### src/sv/tofw_pkg.sv
// Package for the time-of-flight window range filter.
// Holds operation codes, word widths and the fixed filter constants.
// No dependencies.
package tofw_pkg;

   localparam int REQ_DATA_W = 32;
   localparam int RSP_DATA_W = 32;
   localparam int TICK_W     = 16;
   localparam int NODE_W     = 16;
   localparam int DIST_W     = 9;

   localparam logic       OP_STORE = 1'b0;
   localparam logic       OP_CLEAR = 1'b1;

   localparam logic [TICK_W-1:0] NO_SECOND = 16'hFFFF;
   localparam logic [TICK_W-1:0] BOUND_MUL = 16'd13;
   localparam logic [TICK_W-1:0] BOUND_SUB = 16'd3776;
   localparam logic [TICK_W-1:0] DIST_MUL  = 16'd9;
   localparam logic [DIST_W-1:0] DIST_ADD  = 9'd9;

endpackage

### src/sv/tof_window_range_filter_unit.sv
// Time-of-flight window range filter, top level.
// Depends on tofw_pkg.
//
// channel | dir | words
// req     | in  | tuser = operation; tdata = flight_ticks, source_id
// rsp     | out | tdata = source_node, distance_cm, zero fill
//
// A store or clear word is accepted only in ST_IDLE. A window-completing store
// starts two walks of one shared compare over the window, then a bound state
// and a scale state, before rsp_tvalid. After such a store, req_tready is low
// from acceptance until the result word is taken. Reset zeros the window and
// the write slot. A stalled rsp holds its word and the block.
module tof_window_range_filter_unit #(
   parameter int WINDOW_DEPTH = 4
) (
   input  logic                           clock,
   input  logic                           reset,
   input  logic                           req_tvalid,
   output logic                           req_tready,
   input  logic                           req_tuser,  // operation
   input  logic [tofw_pkg::REQ_DATA_W-1:0] req_tdata, // flight_ticks, source_id
   output logic                           rsp_tvalid,
   input  logic                           rsp_tready,
   output logic [tofw_pkg::RSP_DATA_W-1:0] rsp_tdata  // source_node, distance_cm, zeros
);
   import tofw_pkg::*;

   localparam int IDX_W = (WINDOW_DEPTH > 1) ? $clog2(WINDOW_DEPTH) : 1;
   localparam logic [IDX_W-1:0] LAST_IDX = IDX_W'(WINDOW_DEPTH - 1);

   typedef enum logic [2:0] {
      ST_IDLE, ST_MIN, ST_SECOND, ST_BOUND, ST_SCALE, ST_OUT
   } state_type;

   state_type         state_ff, state_in;
   logic [TICK_W-1:0] window_ff [WINDOW_DEPTH];
   logic [TICK_W-1:0] window_in [WINDOW_DEPTH];
   logic [IDX_W-1:0]  slot_ff, slot_in;
   logic [IDX_W-1:0]  idx_ff, idx_in;
   logic [TICK_W-1:0] m1_ff, m1_in;
   logic [TICK_W-1:0] m2_ff, m2_in;
   logic [TICK_W-1:0] pick_ff, pick_in;
   logic [NODE_W-1:0] node_ff, node_in;
   logic [DIST_W-1:0] dist_ff, dist_in;
   logic              rsp_valid_ff, rsp_valid_in;

   logic [TICK_W-1:0] cand;
   logic [TICK_W-1:0] best;
   logic              take;
   logic [TICK_W-1:0] bound;
   logic [TICK_W-1:0] scaled;
   logic              accept;

   assign accept = req_tvalid && req_tready;
   assign cand   = window_ff[idx_ff];

   // shared compare unit
   always_comb begin
      best = (state_ff == ST_SECOND) ? m2_ff : m1_ff;
      take = (cand < best) && ((state_ff != ST_SECOND) || (cand != m1_ff));
   end

   assign bound  = TICK_W'({4'b0, m2_ff[TICK_W-1:4]} * BOUND_MUL) - BOUND_SUB;
   assign scaled = TICK_W'({4'b0, pick_ff[TICK_W-1:4]} * DIST_MUL);

   always_comb begin
      state_in     = state_ff;
      window_in    = window_ff;
      slot_in      = slot_ff;
      idx_in       = idx_ff;
      m1_in        = m1_ff;
      m2_in        = m2_ff;
      pick_in      = pick_ff;
      node_in      = node_ff;
      dist_in      = dist_ff;
      rsp_valid_in = rsp_valid_ff;
      unique case (state_ff)
         ST_IDLE: begin
            if (accept) begin
               if (req_tuser == OP_CLEAR) begin
                  for (int k = 0; k < WINDOW_DEPTH; k++) begin
                     window_in[k] = '0;
                  end
               end else begin
                  window_in[slot_ff] = req_tdata[TICK_W-1:0];
                  node_in            = req_tdata[TICK_W +: NODE_W];
                  if (slot_ff == LAST_IDX) begin
                     slot_in  = '0;
                     idx_in   = '0;
                     m1_in    = NO_SECOND;
                     m2_in    = NO_SECOND;
                     state_in = ST_MIN;
                  end else begin
                     slot_in = slot_ff + 1'b1;
                  end
               end
            end
         end
         ST_MIN: begin
            if (take) begin
               m1_in = cand;
            end
            idx_in = idx_ff + 1'b1;
            if (idx_ff == LAST_IDX) begin
               idx_in   = '0;
               state_in = ST_SECOND;
            end
         end
         ST_SECOND: begin
            if (take) begin
               m2_in = cand;
            end
            idx_in = idx_ff + 1'b1;
            if (idx_ff == LAST_IDX) begin
               idx_in   = '0;
               state_in = ST_BOUND;
            end
         end
         ST_BOUND: begin
            pick_in  = (m1_ff < bound) ? m2_ff : m1_ff;
            state_in = ST_SCALE;
         end
         ST_SCALE: begin
            dist_in      = scaled[TICK_W-1:7] + DIST_ADD;
            rsp_valid_in = 1'b1;
            state_in     = ST_OUT;
         end
         ST_OUT: begin
            if (rsp_tready) begin
               rsp_valid_in = 1'b0;
               state_in     = ST_IDLE;
            end
         end
         default: state_in = ST_IDLE;
      endcase
   end

   always_ff @(posedge clock) begin
      if (reset) begin
         state_ff     <= ST_IDLE;
         slot_ff      <= '0;
         idx_ff       <= '0;
         rsp_valid_ff <= 1'b0;
         for (int k = 0; k < WINDOW_DEPTH; k++) begin
            window_ff[k] <= '0;
         end
      end else begin
         state_ff     <= state_in;
         slot_ff      <= slot_in;
         idx_ff       <= idx_in;
         rsp_valid_ff <= rsp_valid_in;
         window_ff    <= window_in;
      end
      m1_ff   <= m1_in;
      m2_ff   <= m2_in;
      pick_ff <= pick_in;
      node_ff <= node_in;
      dist_ff <= dist_in;
   end

   assign req_tready = (state_ff == ST_IDLE);
   assign rsp_tvalid = rsp_valid_ff;
   assign rsp_tdata  = {(RSP_DATA_W - NODE_W - DIST_W)'(0), dist_ff, node_ff};

endmodule
### config.mk
export PLATFORM = sky130hd
export DESIGN_NAME = tof_window_range_filter_unit
export DESIGN_NICKNAME = d
export VERILOG_FILES = /design/src/sv/tofw_pkg.sv /design/src/sv/tof_window_range_filter_unit.sv
export SDC_FILE = /design/constraint.sdc
export NUM_CORES = 1
export LEC_CHECK = 0
export BUFFER_PORTS_ARGS = -buffer_cell sky130_fd_sc_hd__buf_2
export CORE_ASPECT_RATIO = 0.6
export CORE_MARGIN = 2
export CORE_UTILIZATION = 40
export DETAILED_ROUTE_END_ITERATION = 6
export PLACE_DENSITY = 0.57
export SLEW_MARGIN = 25
export SYNTH_ARGS = -nofsm -noshare
export SYNTH_HDL_FRONTEND = slang
export SYNTH_SLANG_ARGS = --single-unit
### constraint.sdc
create_clock -name clock -period 10.9 [get_ports clock]
set_input_delay 1.09 -clock clock [delete_from_list [all_inputs] [get_ports clock]]
set_output_delay 1.09 -clock clock [all_outputs]
set_load 0.02 [all_outputs]
Word-level counts from Yosys, hierarchy flattened
Index checks and enable logic that the tools add are counted.
W data, S select, Z words.
- eq/ne operators: 17
- bitwise gates (word level): 3
- multipliers: 2
- reduce and logical (&&, ||, !) cells: 17
- $lt $le $gt $ge: 5
- mux-type cells: 30
- add/subtract/negate cells: 4
- operators by type and width (kind ; count):
    $mux W16 ; 9
    $bwmux W64 ; 1
    $mux W64 ; 1
    $pmux W16 S2 ; 2
    $bmux W16 S2 ; 1
    $demux W16 S2 ; 1
    $lt A16 B16 Y1 ; 2
    $mul A12 B4 Y16 const B ; 2
    $mux W3 ; 6
    $pmux W3 S6 ; 1
    $ne A16 B16 Y1 ; 1
    $sub A16 B12 Y16 const B ; 1
    $mux W2 ; 5
    $ne A2 B2 Y1 const B ; 5
    $reduce_and A5 Y1 ; 2
    $add A9 B4 Y9 const B ; 1
    $reduce_bool A2 Y1 ; 4
    $eq A3 B2 Y1 const B ; 2
    $eq A3 B3 Y1 const B ; 2
    $ge A3 B3 Y1 const B ; 2
    $ne A2 B1 Y1 const B ; 3
    $not A2 Y3 ; 2
    $reduce_and A6 Y1 ; 1
    $add A2 B1 Y2 const B ; 2
    15 further kinds ; 19
- output and inout port bits: 34
- logic and storage cells: 91
- register bits: 145

Logic depth before layout (Yosys ltp)
Gate-level depths: netlist of the first run.
- word-level depth: 9
- gate-level depth with buffers: 23
- gate-level depth less buffers: 21

Worst setup path before layout of the first run
Ideal clock, no wire load.
- kind: register to register
- start point: reg m2_ff[6]
- end point: reg pick_ff[10], data pin
- period minus slack after synthesis: 4572 ps
- setup time: 265 ps
- cell stages (with the launch flop): 23
- data arrival time: 4307 ps
- setup slack: 6328 ps
- required time: 10635 ps
- cells stage by stage: edfxtp_1 -> ha_1 -> fa_1 -> ha_1 -> ha_1 -> inv_1 -> fa_1 -> nor2b_1 -> o21ai_1 -> a21oi_1 -> o21ai_1 -> a21o_1 -> a21oi_1 -> and4b_1 -> ha_1 -> a21o_1 -> a21o_1 -> clkbuf_1 -> clkbuf_1 -> nand2_1 -> o31ai_1 -> a31oi_1 -> nand3_1
- longest elaborated chain between the ends: 4
- ends and longest elaborated chain (what ; RTL line ; text):
    start, declared ; tof_window_range_filter_unit.sv:41 ; logic [TICK_W-1:0] m2_ff, m2_in;
    start signal, assigned ; tof_window_range_filter_unit.sv:155 ; m2_ff <= m2_in;
    $mul A12 B4 Y16 ; tof_window_range_filter_unit.sv:63 ; assign bound = TICK_W'({4'b0, m2_ff[TICK_W-1:4]} * BOUND_MUL) - BOUND_SUB;
    $sub A16 B12 Y16 ; tof_window_range_filter_unit.sv:63 ;
    $lt A16 B16 Y1 ; tof_window_range_filter_unit.sv:120 ; pick_in = (m1_ff < bound) ? m2_ff : m1_ff;
    $mux W16 ; tof_window_range_filter_unit.sv:120 ;
    end signal, assigned ; tof_window_range_filter_unit.sv:156 ; pick_ff <= pick_in;
    end, declared ; tof_window_range_filter_unit.sv:42 ; logic [TICK_W-1:0] pick_ff, pick_in;
No other way between the ends.
A chain may end at the register's enable or synchronous reset.

Final worst setup path of the first run
- start point: reg m2_ff[6]
- end point: reg pick_ff[14], data pin
The elaborated chain is that of the path after synthesis.

==> flow_metrics.tcl, run 1 <==
set metrics [dict create \
    min-delay-start "idx_ff[1]" \
    rrSetupSlack_ps 5540 \
    drive_above_1_share_pct 14.0 \
    grt_max_degree 73 \
    hold_path.class "reg2reg" \
    ys_ff_latch 141 \
    cts_resized 0 \
    fill_cells 1981 \
    postCtsSetupBuffers 0 \
    crit_path_end_kind "register" \
    avgSynthCellArea_um2 10.4 \
    crit_path_max_incr_delay_ps 720 \
    grt_pass1_vias 5888 \
    die_w_um 192 \
    cts-root-buf "clkbuf_16" \
    htree_levels 4 \
    r2r_cells 18 \
    synth_area_leader_cell "edfxtp_1" \
    dieArea_mm2 0.0225 \
    async_reset_ff_share_pct 0 \
    cts-buffers-inserted 17 \
    io_buffers 63 \
    place_congestion 0.847 \
    initial_core_util_pct 40.7 \
    p_leak_nw 3.71 \
    critical_path_depth 18 \
    antenna_cells_inserted 0 \
    period_share_pct 49.2 \
    power_switching_share_pct 22.4 \
    synth.distinct_cells 55 \
    clockBufferDepth 2 \
    dieHeight_um 117 \
    cts_tree "built" \
    skew_ps 15.9 \
    max_cap_violations 0 \
    groute.usage.overall_pct 19.4 \
    ioPinCount 71 \
    clkPwrFrac_pct 48.1 \
    num_rows 41 \
    netlist.area_leader.share_pct 24.3 \
    multi_input_area_mm2 0.00466 \
    coreArea_mm2 0.0209 \
    fmax_mhz 187 \
    internal_power_mw 0.939 \
    arrival_ps 5640 \
    yosys-top-cells-area "edfxtp_1 24%, dfxtp_1 17%, ha_1 13%" \
    vias 6249 \
    reg2reg_from "m2_ff[6]" \
    power_density_mw_per_mm2 126 \
    rsz0062_at_grt "no" \
    post-route-util_pct 45.9 \
    grt_pass1_wl_mm 33.1 \
    hpwl_mm 14.8 \
    pwr-share-seq_pct 46.5 \
    drc_errors 0 \
    hold_violations 0 \
    slew_violations 0 \
    hold_path_end "idx_ff[1]" \
    grt-ovfl-total 0 \
    crit_buf_inv 0 \
    placed_area_mm2 0.00902 \
    cp-startpoint "m2_ff[6]" \
    drtIter0Drc 423 \
    worstSetupStartpointType "register" \
    ys_top_cells_by_count "91 x ha_1, 88 x nor2_1, 72 x dfxtp_1, 69 x edfxtp_1, 64 x a22oi_1" \
    cp_top_family "adder cells" \
    whs_path_depth 2 \
    critPathSlowestCell "nor2_1" \
    final_nets 996 \
    grt_antenna_before_repair 0 \
    placed_cells 1118 \
    cts.sinks 141 \
    status "completed" \
    clk_pin_slew_worst_paths_ps 60 \
    yosys.cell_count.top_type "ha_1" \
    dr.pass1.iters 5 \
    critical_path_required_ps 11180 \
    vdd_drop_max_mv 0.106 \
    r2r_end "pick_ff[14]" \
    syn2layout_area_growth_pct 12.9 \
    path_cells "ha_1 -> fa_1 -> ha_1 -> ha_1 -> a21o_1 -> a21oi_1 -> nand2b_1 -> a21oi_1 -> a41o_1 -> nor2_1 -> xor2_1 -> ha_1 -> a21o_1 -> a21o_1 -> a21o_1 -> nor2_1 -> o211ai_1 -> nand3_1" \
    viasPerCell 5.43 \
    synth_ff_type "dfxtp_1" \
    max_slew_margin_pct 34.8 \
    path_class "reg2reg" \
    routed_wl_mm 20.7 \
    syn-cell-area_mm2 0.00851 \
    yosysSeqAreaShare_pct 41.3 \
    ys_warn_count 0 \
    wl_per_cell_um 18.0 \
    setup_viol_count_final 0 \
    clk_latency_ps 430 \
    synth_edf_count 69 \
    cp_max_fo 25 \
    ant_nets 0 \
    timing.final.crit_period_ps 5360 \
    design_area_mm2 0.00961 \
    hold_buffers 0 \
    worst_slew_pin_slew_ps 979 \
    power.switching_mw 0.272 \
    tns_ps 0 \
    p_comb_share_pct 5.4 \
    synthesis.instances 815 \
    seq_area_mm2 0.00351 \
    final_cells 1150 \
]
-- layout make-up --
type                       count  share of cell area, %
tap                          279                   3.63
multi-input combinational    593                   48.5
clock buffer                  22                   4.95
clock inverter                10                   1.15
sequential                   141                   36.6
inverter                      34                   1.33
timing repair buffer          71                   3.91
-- cells by family (layout without fill, tap and decap cells) --
family | count (synthesis) | in the layout | share of synthesized area [%]
other | 1 | 7 | 0.0440
AND/OR/NAND/NOR | 239 | 239 | 13.9
XOR/XNOR | 36 | 36 | 3.79
adder cells (fa/ha/maj) | 101 | 101 | 15.7
buffers and inverters | 87 | 137 | 4.57
AO/OA/AOI/OAI | 175 | 175 | 14.1
multiplexers | 35 | 35 | 6.55
flip-flops | 141 | 141 | 41.3
-- sequential cells by signal, summed over array words and instances (netlist names) --
| signal | count |
|---|---|
| slot_ff | 2 |
| node_ff | 16 |
| dist_ff | 9 |
| window_ff | 64 |
| pick_ff | 12 |
| idx_ff | 2 |
| m1_ff | 16 |
| state_ff | 3 |
| m2_ff | 16 |
| rsp_tvalid | 1 |
-- layout by cell type (no fill, tap or decap), drive strengths merged, types with 2 or more instances in the layout --
| cell type | netlist | layout |
|---|---|---|
| a211oi | 3 | 3 |
| a31oi | 13 | 13 |
| conb | 1 | 7 |
| or3 | 2 | 2 |
| o21a | 5 | 5 |
| nor2b | 6 | 6 |
| and2 | 6 | 6 |
| a21oi | 25 | 25 |
| nand4 | 20 | 20 |
| o31ai | 8 | 8 |
| ha | 91 | 91 |
| mux2i | 19 | 19 |
| and3 | 2 | 2 |
| o211ai | 13 | 13 |
| and4 | 2 | 2 |
| nand3 | 19 | 19 |
| nand2b | 37 | 37 |
| mux4 | 16 | 16 |
| nand2 | 34 | 34 |
| nor3 | 10 | 10 |
| or2 | 2 | 2 |
| dfxtp | 72 | 72 |
| a21o | 12 | 12 |
| nor4 | 3 | 3 |
| nor2 | 88 | 88 |
| edfxtp | 69 | 69 |
| a22oi | 64 | 64 |
| a41o | 2 | 2 |
| bufinv | 0 | 2 |
| xor2 | 11 | 11 |
| buf | 19 | 71 |
| o21ai | 21 | 21 |
| inv | 34 | 37 |
| fa | 10 | 10 |
| clkbuf | 34 | 22 |
| o221ai | 2 | 2 |
| clkinv | 0 | 4 |
| nor3b | 3 | 3 |
| nand3b | 3 | 3 |
| xnor2 | 25 | 25 |
-- routing by layer --
metal	track usage (%)	vias to the layer above	part of all wire, %
li1	-	3085	-
met5	0	-	0
met4	4.48	0	0.77
met3	4.77	12	6.9
met1	31.1	2958	55
met2	25.5	194	37
-- worst max-delay path by stage --
stage                  end  slack (ps)
6_report       pick_ff[14]        5540
5_1_grt        pick_ff[14]        5210
4_1_cts        pick_ff[14]        5550
3_5_place_dp   pick_ff[14]        5590
3_3_place_gp    pick_ff[5]        5610
2_1_floorplan  pick_ff[10]        6330
-- stage by stage --
stage	power [mW]	worst slack (ps)	hold WS, ps
3_3_place_gp	0.639	5610	464
5_1_grt	1.25	5210	501
2_1_floorplan	0.616	6330	457
4_1_cts	1.22	5550	487
3_5_place_dp	0.639	5590	475
6_report	1.21	5540	484
-- power groups by stage --
stage / clock [mW] / combinational, mW / sequential [mW]
3_5_place_dp: 0 / 0.0648 / 0.574
5_1_grt: 0.614 / 0.0723 / 0.564
6_report: 0.582 / 0.0658 / 0.563
2_1_floorplan: 0 / 0.0394 / 0.577
3_3_place_gp: 0 / 0.0644 / 0.574
4_1_cts: 0.591 / 0.0655 / 0.563
-- worst min-delay path, cell delays in order (launching register included) --
cell and delay, ps:
dfxtp_1 330, nand2_1 60, a21oi_1 50
Power figures use the tool's default switching activity.
==> run 2: changes to the inputs <==
--- a/config.mk
+++ b/config.mk
@@ -5,6 +5,7 @@
 export SDC_FILE = /design/constraint.sdc
 export NUM_CORES = 1
 export LEC_CHECK = 0
+export ABC_AREA = 1
 export BUFFER_PORTS_ARGS = -buffer_cell sky130_fd_sc_hd__buf_2
 export CORE_ASPECT_RATIO = 0.6
 export CORE_MARGIN = 2
==> constraint.sdc (replaced) <==
create_clock -name clock -period 5.39 [get_ports clock]
set_input_delay 0.539 -clock clock [delete_from_list [all_inputs] [get_ports clock]]
set_output_delay 0.539 -clock clock [all_outputs]
set_load 0.02 [all_outputs]
==> run 2 against run 1 <==
Effect of this change: utilization grew 0.34 points; cell count grew 23%; final area grew 2.2%; routed wire length grew 5.7%; worst hold slack lost 200 ps; flip-flop and latch count is the same; synthesized cell count grew 30%; first-iteration DRC count grew 38%; power grew to 3.0 times the previous value; largest cell class unchanged.
==> flow_metrics.tcl, run 2 <==
set metrics [dict create \
    async_reset_ff_share_pct 0 \
    io_buffers 63 \
    synth_fa_ha_area_share_pct 15.3 \
    synth_ff_type "dfxtp_1" \
    routed_wl_mm 21.9 \
    synth-xor-area-share_pct 2.39 \
    hold_path.class "in2reg" \
    drc_errors 0 \
    ys_ff_latch 141 \
    dieArea_mm2 0.0231 \
    yosys.cell_count.top_type "nand2_1" \
    critical_path_required_ps 5690 \
    dieHeight_um 118 \
    clkPwrFrac_pct 33.5 \
    p_leak_nw 4.24 \
    ant_nets 0 \
    power_density_mw_per_mm2 364 \
    syn-cell-area_mm2 0.00874 \
    cts-root-buf "clkbuf_16" \
    tns_ps 0 \
    synthSimpleGateAreaFrac_pct 25.1 \
    clk_pin_slew_worst_paths_ps 60 \
    drive_above_1_share_pct 13.7 \
    dr.pass1.iters 5 \
    skew_ps 8.42 \
    hold_buffers 0 \
    yosys-top-cells-area "edfxtp_1 24%, dfxtp_1 16%, nand2_1 16%" \
    final_cell_mix "379 x nand2_1, 91 x inv_1, 91 x ha_1, 75 x a21oi_1" \
    hold_violations 0 \
    fmax_mhz 207 \
    ioPinCount 71 \
    crit_path_end_kind "register" \
    crit_top_cell "nand2_1" \
    synth.distinct_cells 44 \
    path_cells "ha_1 -> fa_1 -> ha_1 -> ha_1 -> inv_1 -> fa_1 -> o21ai_0 -> nand4_1 -> nand2_1 -> nand2_1 -> nand2_1 -> a21oi_1 -> xor2_1 -> ha_1 -> nand2_1 -> nor2_1 -> nand3_1 -> nand2_1 -> nand2_1 -> nand2_1" \
    netlist.area_leader.share_pct 23.7 \
    period_share_pct 89.6 \
    die_w_um 195 \
    critPathSlowestCell "fa_1" \
    power_switching_share_pct 35.4 \
    ys_top_cells_by_count "379 x nand2_1, 91 x ha_1, 91 x inv_1, 75 x a21oi_1" \
    worst_slew_pin_slew_ps 957 \
    max_cap_violations 0 \
    grt_pass1_wl_mm 35.4 \
    crit_path_max_incr_delay_ps 470 \
    setup_viol_count_final 0 \
    yosys-mux-area-fraction_pct 0.115 \
    clk_latency_ps 430 \
    worstSetupStartpointType "register" \
    coreArea_mm2 0.0212 \
    initial_core_util_pct 41.2 \
    max_slew_margin_pct 36.2 \
    postCtsSetupBuffers 0 \
    synthesis.instances 1062 \
    cts-buffers-inserted 17 \
    final_nets 1255 \
    status "completed" \
    yosysSeqAreaShare_pct 40.2 \
    clockBufferDepth 2 \
    cp_max_fo 13 \
    viasPerCell 4.94 \
    p_comb_share_pct 29.9 \
    top_register "window_ff" \
    final_common_cell "nand2_1" \
    rsz0062_at_grt "no" \
    synth_compound_area_share_pct 9.49 \
    groute.usage.overall_pct 19.7 \
    place_congestion 0.865 \
    cts_resized 0 \
    num_rows 41 \
    largest_reg_flops 64 \
    path_class "reg2reg" \
    synth_area_leader_cell "edfxtp_1" \
    drtIter0Drc 584 \
    syn2layout_area_growth_pct 12.4 \
    avgSynthCellArea_um2 8.23 \
    grt_antenna_before_repair 0 \
    cts.sinks 141 \
    cp_top_family "adder cells" \
    crit_buf_inv 1 \
    grt_pass1_vias 6511 \
    internal_power_mw 2.31 \
    ys_warn_count 0 \
    place_ws_ps 641 \
    grt-ovfl-total 0 \
    timing.final.crit_period_ps 4830 \
    cts_tree "built" \
    slew_violations 0 \
    synth_top_family_by_area "simple AND/OR/NAND/NOR gates" \
    wl_per_cell_um 15.5 \
    antenna_cells_inserted 0 \
    htree_levels 4 \
    synth_edf_count 69 \
    setup_slack_ps 559 \
    arrival_ps 5130 \
    vias 6963 \
    grt_max_degree 73 \
    pwr-share-seq_pct 36.6 \
    hpwl_mm 16.2 \
    power.switching_mw 1.26 \
    vdd_drop_max_mv 0.234 \
]
-- run 2: worst reg2reg max path: cells and delay by family, from the launching register on --
family,cells,cell delay [ps]
compound gates,2,450
xor+xnor,1,150
fa+ha+maj,6,1970
buf+inv,1,80
flops,1,460
simple gates,10,1590
-- run 2: logic make-up (layout without fill, tap and decap cells) --
group / after synthesis / in the layout
other: 1 / 7
AO/OA/AOI/OAI: 142 / 142
buffers and inverters: 138 / 200
AND/OR/NAND/NOR: 515 / 515
adder cells (fa/ha/maj): 101 / 101
XOR/XNOR: 23 / 23
multiplexers: 1 / 1
flip-flops: 141 / 141
-- run 2: area by class of cell --
| cell class | instances | area [um^2] |
|---|---|---|
| Timing Repair Buffer | 72 | 383 |
| Sequential cell | 141 | 3510 |
| Clock inverter | 12 | 129 |
| Inverter | 96 | 363 |
| Multi-Input combinational cell | 789 | 4620 |
| Fill cell | 2117 | 11400 |
| Clock buffer | 20 | 467 |
| Tap cell | 279 | 349 |
-- run 2: metrics by stage --
stage	power (mW)	instance area [um^2]	cells	hold WS (ps)	util, %
6_report	3.57	9820	1409	279	46.3
5_1_grt	3.79	9820	1409	270	46.3
4_1_cts	3.59	9820	1408	265	46.2
3_5_place_dp	2.39	9220	1376	456	43.4
3_3_place_gp	2.39	9220	1376	452	43.4
2_1_floorplan	2.09	8760	1068	444	-
-- run 2: routing by layer --
metal	global-route usage [%]	wire, um	vias up
met1	31.9	12300	3193
met2	26.1	8100	158
met5	0	0	-
met3	3.88	1240	21
met4	4.77	209	0
li1	-	-	3591
-- run 2: worst paths after layout --
| path | endpoint | cells past startpoint | slack (ps) | from |
|---|---|---|---|---|
| max | pick_ff[8] | 20 | 560 | m2_ff[6] |
| min | node_ff[8] | 1 | 280 | req_tdata[24] |
| max reg2reg | pick_ff[8] | 20 | 560 | m2_ff[6] |
| min reg2reg | rsp_tvalid | 2 | 460 | rsp_tvalid |
-- run 2: power by group through the flow --
stage / clock (mW) / sequential (mW) / combinational, mW
3_5_place_dp: 0 / 1.33 / 1.06
3_3_place_gp: 0 / 1.33 / 1.06
2_1_floorplan: 0 / 1.32 / 0.772
5_1_grt: 1.27 / 1.31 / 1.21
4_1_cts: 1.22 / 1.31 / 1.06
6_report: 1.20 / 1.31 / 1.07
==> run 3: changes to the inputs <==
--- a/config.mk
+++ b/config.mk
@@ -5,7 +5,6 @@
 export SDC_FILE = /design/constraint.sdc
 export NUM_CORES = 1
 export LEC_CHECK = 0
-export ABC_AREA = 1
 export BUFFER_PORTS_ARGS = -buffer_cell sky130_fd_sc_hd__buf_2
 export CORE_ASPECT_RATIO = 0.6
 export CORE_MARGIN = 2
==> run 3 against run 2 <==
Effect of this change: die area fell by 2.5%; flip-flop and latch count did not move; non-clock buffer count is 7 higher; via count shrank 10%; final area shrank 1.7%; clock power decreased by 6%; critical path depth rose by 1; first-iteration DRC count down 34%; clock-buffer cell count grew 3; sequential share of layout area increased by 0.63 points; combinational power down 88%; power is 33% lower; critical endpoint is now pick_ff[15].
==> flow_metrics.tcl, run 3 (synthesis gave the netlist of run 1 again) <==
set metrics [dict create \
    cts-root-buf "clkbuf_16" \
    largest_reg_flops 64 \
    routed_wl_mm 20.3 \
    placed_area_mm2 0.00908 \
    max_cap_violations 0 \
    ant_nets 0 \
    setup_slack_ps 406 \
    p_leak_nw 3.76 \
    power_density_mw_per_mm2 248 \
    power_switching_share_pct 22.5 \
    dieHeight_um 117 \
    cts_resized 0 \
    final_cells 1158 \
    hold_buffers 0 \
    worst_slew_pin_slew_ps 976 \
    design_area_mm2 0.00965 \
    initial_core_util_pct 40.7 \
    cts-buffers-inserted 17 \
    slew_violations 0 \
    drc_errors 0 \
    crit_path_max_incr_delay_ps 510 \
    rrSetupSlack_ps 410 \
    ioPinCount 71 \
    drtIter0Drc 388 \
    fill_cells 1944 \
    clk_latency_ps 430 \
    num_rows 41 \
    crit_path_end_kind "register" \
    die_w_um 192 \
    grt_max_degree 73 \
    internal_power_mw 1.86 \
    cts.sinks 141 \
    p_comb_share_pct 5.5 \
    top_register "window_ff" \
    vdd_drop_max_mv 0.209 \
    timing.final.crit_period_ps 4980 \
    wl_per_cell_um 17.5 \
    cp_top_family "adder cells" \
    dieArea_mm2 0.0225 \
    crit_buf_inv 2 \
    fmax_mhz 201 \
    path_cells "ha_1 -> fa_1 -> ha_1 -> ha_1 -> inv_1 -> fa_1 -> nor2b_1 -> o21ai_1 -> a21oi_1 -> o21ai_1 -> a21o_1 -> a21oi_1 -> and4b_1 -> ha_1 -> a21o_1 -> a21o_1 -> buf_4 -> nand2_1 -> o31ai_1 -> a31oi_1 -> nand3_1" \
    clockBufferDepth 2 \
    final_nets 1004 \
    postCtsSetupBuffers 0 \
    io_buffers 63 \
    syn2layout_area_growth_pct 13.4 \
    pwr-share-seq_pct 47.5 \
    placed_cells 1126 \
    hold_path.class "in2reg" \
    hold_violations 0 \
    critPathSlowestCell "edfxtp_1" \
    hpwl_mm 14.8 \
    r2r_cells 21 \
    cp_max_fo 18 \
    groute.usage.overall_pct 19.2 \
    place_congestion 0.862 \
    grt_pass1_vias 5944 \
    period_share_pct 92.5 \
    viasPerCell 5.39 \
    power.switching_mw 0.540 \
    setup_viol_count_final 0 \
    grt-ovfl-total 0 \
    coreArea_mm2 0.0209 \
    place_ws_ps 240 \
    reg2reg_from "m2_ff[6]" \
    drive_above_1_share_pct 15.0 \
    max_slew_margin_pct 34.9 \
    skew_ps 14.5 \
    path_class "reg2reg" \
    htree_levels 4 \
    tns_ps 0 \
    grt_pass1_wl_mm 32.8 \
    r2r_end "pick_ff[15]" \
    vias 6239 \
    min-delay-start "req_tdata[28]" \
    arrival_ps 5160 \
    clk_pin_slew_worst_paths_ps 60 \
    cts_tree "built" \
    critical_path_required_ps 5570 \
    whs_path_depth 1 \
    hold_path_end "node_ff[12]" \
    grt_antenna_before_repair 0 \
    dr.pass1.iters 5 \
    worstSetupStartpointType "register" \
    final_common_cell "ha_1" \
    final_cell_mix "91 x ha_1, 87 x nor2_1, 72 x dfxtp_1, 69 x edfxtp_1, 64 x a22oi_1" \
    status "completed" \
    clkPwrFrac_pct 47.0 \
    crit_top_cell "ha_1" \
    antenna_cells_inserted 0 \
]
## run 3: cell types whose count changed in the layout (fill, tap and decap cells not counted), sizes merged, moves of 50 or more
cell / change
nor2: +50
a21oi: -72
a22oi: +64
nand3: -53
nand2: -355
inv: -67
## run 3: metal layers
layer	routed length [um]	vias up	GRT usage [%]	part of all wire [%]
li1	-	3100	-	-
met2	7670	181	25.4	38
met1	11000	2949	30.4	54
met5	0	-	0	0
met3	1480	9	5.25	7.3
met4	123	0	4.43	0.61
## run 3: cell type report
class / count / area [um^2] / share of cell area, %
Multi-Input combinational cell: 593 / 4650 / 48.2
Inverter: 34 / 128 / 1.32
Timing Repair Buffer: 79 / 435 / 4.51
Tap cell: 279 / 349 / 3.62
Clock buffer: 23 / 522 / 5.40
Sequential cell: 141 / 3510 / 36.4
Clock inverter: 9 / 52.6 / 0.544
## run 3: power groups by stage
| stage | combinational [mW] | sequential [mW] | clock [mW] |
|---|---|---|---|
| after floorplan | 0.0796 | 1.17 | 0 |
| after global placement | 0.130 | 1.16 | 0 |
| after detailed placement | 0.131 | 1.16 | 0 |
| after CTS | 0.132 | 1.14 | 1.15 |
| after global routing | 0.144 | 1.14 | 1.20 |
| final | 0.132 | 1.14 | 1.13 |
## run 3: worst max path at each step
| stage | start | endpoint | slack [ps] | depth (start not counted) |
|---|---|---|---|---|
| floorplan | m2_ff[6] | pick_ff[10] | 820 | 22 |
| global placement | m2_ff[6] | pick_ff[5] | 290 | 18 |
| detailed placement | m2_ff[6] | pick_ff[5] | 240 | 19 |
| CTS | m2_ff[6] | pick_ff[6] | 220 | 19 |
| global route | m2_ff[6] | pick_ff[5] | -0.3 | 21 |
| finish | m2_ff[6] | pick_ff[15] | 410 | 21 |
## run 3: worst register-to-register path, cell delays in order, from the launching register on
cell and delay (ps):
edfxtp_1 510, ha_1 360, fa_1 460, ha_1 290, ha_1 190, inv_1 70
fa_1 390, nor2b_1 150, o21ai_1 90, a21oi_1 180, o21ai_1 100, a21o_1 210
a21oi_1 150, and4b_1 210, ha_1 300, a21o_1 170, a21o_1 260, buf_4 230
nand2_1 90, o31ai_1 70, a31oi_1 160, nand3_1 90
## run 3: metrics by stage
step                hold WS, ps  total power [mW]  util, %
floorplan                   457              1.25        -
global placement            471              1.29     43.4
detailed placement          478              1.29     43.4
CTS                         268              2.42     46.1
global route                262              2.49     46.1
finish                      286              2.40     46.1
